## config.mk

```make
export PLATFORM = sky130hd
export DESIGN_NAME = vqd_queue
export DESIGN_NICKNAME = d
export VERILOG_FILES = /design/src/sv/voxel_quantize_dedup_macros.svh /design/src/sv/vqd_pkg.sv /design/src/sv/vqd_queue.sv
export SDC_FILE = /design/constraint.sdc
export NUM_CORES = 1
export LEC_CHECK = 0
export ABC_CLOCK_PERIOD_IN_PS = 9950
export BUFFER_PORTS_ARGS = -buffer_cell sky130_fd_sc_hd__buf_2
export CAP_MARGIN = 20
export CORE_MARGIN = 1.5
export CORE_UTILIZATION = 45
export CTS_CLUSTER_SIZE = 40
export DETAILED_ROUTE_END_ITERATION = 7
export PLACE_DENSITY = 0.7
export SLEW_MARGIN = 20
export SYNTH_ARGS = -nofsm -noshare
export SYNTH_HDL_FRONTEND = slang
export SYNTH_SLANG_ARGS = --single-unit
```

## constraint.sdc

```tcl
create_clock -name clk -period 9.95 [get_ports clk]
set_input_delay 1.4925 -clock clk [delete_from_list [all_inputs] [get_ports clk]]
set_output_delay 1.4925 -clock clk [all_outputs]
set_load 0.005 [all_outputs]
```

## src/sv/voxel_quantize_dedup_macros.svh

```systemverilog
// Assertion macros shared by the voxel quantize and dedup block
`ifndef VOXEL_QUANTIZE_DEDUP_MACROS_SVH
`define VOXEL_QUANTIZE_DEDUP_MACROS_SVH
`ifndef SYNTHESIS
// same-cycle implication, checked at every rising clock edge out of reset
`define VQD_ASSERT_NOW(lbl, ante, cons) \
	lbl: assert property (@(posedge clk) disable iff (!arst_n) (ante) |-> (cons)) \
		else $error("vqd check failed");
// next-cycle implication
`define VQD_ASSERT_NEXT(lbl, ante, cons) \
	lbl: assert property (@(posedge clk) disable iff (!arst_n) (ante) |=> (cons)) \
		else $error("vqd check failed");
`else
`define VQD_ASSERT_NOW(lbl, ante, cons)
`define VQD_ASSERT_NEXT(lbl, ante, cons)
`endif
`endif

```

## src/sv/vqd_pkg.sv

```systemverilog
// Shared types and constants of the voxel quantize and dedup block
package vqd_pkg;

	localparam int MAX_VOXELS = 1024;
	localparam int ADDR_W = $clog2(MAX_VOXELS);
	localparam int CNT_W = ADDR_W + 1;
	localparam int COORD_W = 32;
	localparam int SIZE_W = 31;
	localparam int NUM_W = COORD_W + 2;
	localparam int STEP_W = $clog2(NUM_W + 1);
	localparam logic [SIZE_W-1:0] VOXEL_SIZE_RESET = 31'd65536;
	localparam int RAM_W = 3 * COORD_W;

	typedef struct packed {
		logic signed [COORD_W-1:0] x;
		logic signed [COORD_W-1:0] y;
		logic signed [COORD_W-1:0] z;
	} voxel_t;

	typedef struct packed {
		voxel_t vox;
		logic   fin;
	} mid_item_t;

	typedef enum logic [1:0] {
		ROW_NEW  = 2'd0,
		ROW_SEAL = 2'd1,
		ROW_END  = 2'd2
	} row_kind_t;

	typedef enum logic [1:0] {
		FR_IDLE,
		FR_DIV,
		FR_DONE
	} front_state_t;

	typedef enum logic [2:0] {
		BK_IDLE,
		BK_SRCH,
		BK_DECIDE,
		BK_NEW,
		BK_SEAL_CHK,
		BK_SEAL,
		BK_END
	} back_state_t;

	typedef struct packed {
		logic [CNT_W-1:0] count;
		logic             busy;
	} back_status_t;

endpackage

```

## src/sv/vqd_queue.sv

```systemverilog
// Two-entry queue between the front and back ends
module vqd_queue (
	input  logic               clk,
	input  logic               arst_n,
	input  logic               wr_valid,
	output logic               wr_ready,
	input  vqd_pkg::mid_item_t wr_item,
	output logic               rd_valid,
	input  logic               rd_ready,
	output vqd_pkg::mid_item_t rd_item
);

	vqd_pkg::mid_item_t mem_q [2];
	logic       wr_ptr_q;
	logic       rd_ptr_q;
	logic [1:0] cnt_q;
	logic       do_wr;
	logic       do_rd;

	assign wr_ready = (cnt_q != 2'd2);
	assign rd_valid = (cnt_q != 2'd0);
	assign do_wr    = wr_valid && wr_ready;
	assign do_rd    = rd_valid && rd_ready;
	assign rd_item  = mem_q[rd_ptr_q];

	// store beat
	always_ff @(posedge clk) begin
		if (do_wr) mem_q[wr_ptr_q] <= wr_item;
	end

	// advance pointers and fill count
	always_ff @(posedge clk or negedge arst_n) begin
		if (!arst_n) begin
			wr_ptr_q <= 1'b0;
			rd_ptr_q <= 1'b0;
			cnt_q    <= 2'd0;
		end else begin
			if (do_wr) wr_ptr_q <= ~wr_ptr_q;
			if (do_rd) rd_ptr_q <= ~rd_ptr_q;
			if (do_wr && !do_rd) cnt_q <= cnt_q + 1'b1;
			else if (do_rd && !do_wr) cnt_q <= cnt_q - 1'b1;
		end
	end

endmodule

```

# Word level (Yosys, flattened, before mapping)
# Memories as Yosys holds them, arrays and structs flattened.
# Cells that the tools add are included.
# totals
rom_bits	0
latch_bits	0
elab_cells	21
regBits	4
out_inout_bits	99
ram_bits	194
memories	1
# op_classes
shifts	0
div	0
n_bitwise	2
magnitude_cmp	0
eq_ne	1
muxes	4
reduce_logical	8
mul	0
addsub	2
# mem_list
memory	depth	word_bits	rd	rd_clocked_by_memory_dff	write_ports	line_no	rtl
mem_q	2	97	1	0	1	vqd_queue.sv:13	vqd_pkg::mid_item_t mem_q [2];
# ops
cell	n
1-bit logical AND	4
2-bit 2-to-1 mux	2
2-bit nonzero test	2
2-bit by 1-bit adder with 2-bit output, second input constant	1
1-bit zero test	2
1-bit 2-to-1 mux	2
2-bit inequality test, second input constant	1
1-bit NOT	2
2-bit by 1-bit subtractor with 2-bit output, second input constant	1

# Depth between registers and ports, before layout
# depth
depth_word	6
mapped_depth	7
depth_no_buf	7

# Least setup slack after synthesis
# OpenSTA, ideal clock, no wires.
# synth_timing
path_type	in2reg
startpoint	input wr_valid
endpoint	memory mem_q[0][0] (netlist name) (enable)
n_path_buf	0
path_stages	2
setup_time_ns	0.553
t_arrival_ns	5.620
path_slack_ns	3.776
cell_sequence	nand2_1 nor2_1
# synth_between
elab_chain_cells	3
# synth_lines
item	line_no	rtl
from (decl)	vqd_queue.sv:5	input logic wr_valid,
1-bit logical AND	vqd_queue.sv:22	assign do_wr = wr_valid && wr_ready;
1-bit 2-to-1 mux	vqd_queue.sv:28	if (do_wr) mem_q[wr_ptr_q] <= wr_item;
1-bit 2-to-1 mux (implied by the code)	vqd_queue.sv:28	
to (decl)	vqd_queue.sv:13	
# Every way passes these cells.

==> impl_results.md <==
- Ys Warns: 0
- Post-Syn Nets: 422
- # Post-CTS Setup Buffers: 0
- Total wire length: 12600 µm
- Compound-cell area share of the yosys netlist: 0%
- Synth cell types: 15
- Io pins: 200
- Synth Area in Adders: 0.172%
- RSZ-0062 raised after global routing: no
- Mapped Cells: 320
- Critical Path Source Type: flip-flop
- Mapped cell area: roughly 7300 µm²
- Flop-to-flop setup slack: about 7.4 ns
- Count of final setup violators: 0
- CP Max Fanout: between 50 and 60
- Worst path top cell family by delay: buffers and inverters
- Slowest stage delay, CP: 0.80 ns
- CP Class: flip-flop to output pin
- Initial Util: 45.9%
- Initial DRC Count: 135
- H-tree Lvls: 4
- ANT nets after route: 0
- Clk sink count: 198
- Slew headroom: 45.0%
- Post-CTS Hold Buffers: 0
- Final hold violations: 0
- Cells on worst reg2reg path: 5
- Min-Delay Path Class: flip-flop to flip-flop
- RR Startpoint: cnt_q[0]$_DFFE_PN0P_
- Final nets: 633
- P_leak: around 3.4 nW
- Vias in the first global route: around 3900
- Crit path depth: 3
- Diodes inserted: 0
- Avg Synthesized Cell Area: roughly 23 µm²
- Mux contribution to synthesized area: 16.1%
- #FFs+latches synth: 198
- Worst VDD drop: ~0.20 mV
- Die ar.: 16900 µm²
- Worst path bufs/invs: 2
- Core area: around 16000 µm²
- Status: complete, no violations
- Register area share after synthesis: around four fifths
- Routability congestion estimate: 0.716
- Cell Rows: 46
- Crit path to: rd_item[81]
- DR vias: 3585
- Vias per Instance: 4.72
- Layout cells sized above 1: 61.6%
- Clock-pin slew on the worst setup and hold paths: 0.07 ns
- Slew @ Worst Pin: just over 0.8 ns
- Area Growth Syn to Fin: 25.1%
- Detailed Routing Iterations Pass 1: 4
- CTS tree: built
- Worst-Skew Late Latency: 0.42 ns
- Total negative slack: 0 ns
- Critical path endpoint category: output pin
- Crit path from: rd_ptr_q$_DFFE_PN0P_
- I/O Buffers: between 150 and 200
- CP Cell Sequence: buf_4 > mux2_2 > buf_2
- First-pass GRT wire length: 18900 µm
- Pwr dens: 282 nW/µm²
- DRC: 0
- Die X: around 130 µm
- Worst R2R End: mem_q[0][82]$_DFFE_PP_
- Total track usage: 15.0%
- Post-route clock skew: 0.00913 ns
- Mean routed wirelength per cell: about 17 µm
- Synth Area in Simple Gates: 0.465%
- Max clock buf depth: 2
- Die height: 130 µm
- Maxcap violations: 0
- Arr. time, crit path: approximately 2.6 ns
- CTS root buf: clkbuf_16
- Post-cts sizing count: 0
- Slew Viols, Final: 0
- Tcrit/Tclk final: 41.2%
- Critical path's slowest cell: dfrtp_4
- Initial antenna violation count: 0
- Largest family of logic cells by synthesized area: multiplexers
- CP required: 8.46 ns
- Fillers: 1211
- Final min period: 4.10 ns
- HPWL Detailed: 8250 µm
- Overall power: ~2.6 mW
- CTS Buf Count: 17
- Worst hold slack: 0.516 ns
- Post-Synth XOR/XNOR Area: 0.603%
- GRT overflow: 0
- Largest net degree at the start of global routing: 60
- Fmax: 244 MHz
## where the power goes
part	switching, mW	internal, mW
clock	0.292	0.371
sequential	0.0768	1.14
combinational	0.322	0.364
## Yosys cell counts, drive strengths merged
master	count	area share, %
edfxtp	194	80
ha	1	0.17
and3	1	0.086
nor2	2	0.10
buf	11	1.1
dfrtp	4	1.4
nand2	2	0.10
inv	1	0.052
xnor2	3	0.36
xor2	2	0.24
mux2	97	16
or2	1	0.086
nand2b	1	0.086
## layout make-up
class / count / area, µm² / area share, %
Sequential cell: 198 / 5930 / 65.2
Multi-Input combinational cell: 110 / 1270 / 14.0
Timing Repair Buffer: 203 / 1040 / 11.4
Clock buffer: 17 / 425 / 4.68
Tap cell: 216 / 270 / 2.97
Clock inverter: 15 / 153 / 1.68
Inverter: 1 / 3.75 / 0.0413
## cells by family after synthesis
logic type / after synthesis
DFF: 198
muxes: 97
buffers and inverters: 12
and+or+nand+nor: 7
xor gates and xnor gates: 5
adders and majority gates: 1
## state kept, by name (all words and copies together), names as in the netlist
signal	cells
wr_ptr_q	1
mem_q	194
cnt_q	2
rd_ptr_q	1
## metrics by stage
step	setup WS, ns	cell area, µm²	instances	util (%)
floorplan	3.78	7270	320	-
CTS	5.78	9090	760	57.4
global placement	6.08	8490	727	53.7
finish	5.85	9090	760	57.4
detailed placement	6.25	8510	728	53.8
global route	5.69	9090	760	57.4
## placed cells by master, fill, tap and decap left out
cell type	count
and3_4	1
buf_12	1
buf_2	199
buf_4	3
bufinv_16	2
clkbuf_16	17
clkinv_1	1
clkinv_2	3
clkinv_4	1
clkinvlp_4	4
dfrtp_1	3
dfrtp_4	1
edfxtp_1	194
ha_1	1
inv_1	1
inv_6	4
mux2_2	77
mux2_4	20
nand2_1	2
nand2b_1	1
nor2_1	1
nor2_4	1
or2_2	1
xnor2_1	3
xor2_1	2
## per-layer routing
metal  up-vias  part of all wire (%)  GRT usage, %  wire (µm)
met5         -                     0             0          0
met3        15                   6.8          5.78        858
li1       1690                     -             -          -
met1      1754                    41          16.7       5100
met4         0                   1.5          6.34        188
met2       126                    51          25.9       6410
## worst min-delay path by stage
stage | start | to | depth (start not counted)
2_1_floorplan | cnt_q[1]$_DFFE_PN0P_ | cnt_q[1]$_DFFE_PN0P_ | 1
3_3_place_gp | cnt_q[1]$_DFFE_PN0P_ | cnt_q[1]$_DFFE_PN0P_ | 1
3_5_place_dp | cnt_q[1]$_DFFE_PN0P_ | cnt_q[1]$_DFFE_PN0P_ | 1
4_1_cts | cnt_q[1]$_DFFE_PN0P_ | cnt_q[1]$_DFFE_PN0P_ | 1
5_1_grt | cnt_q[1]$_DFFE_PN0P_ | cnt_q[1]$_DFFE_PN0P_ | 1
6_report | cnt_q[1]$_DFFE_PN0P_ | cnt_q[1]$_DFFE_PN0P_ | 1
(Power assumes the default switching activity.)
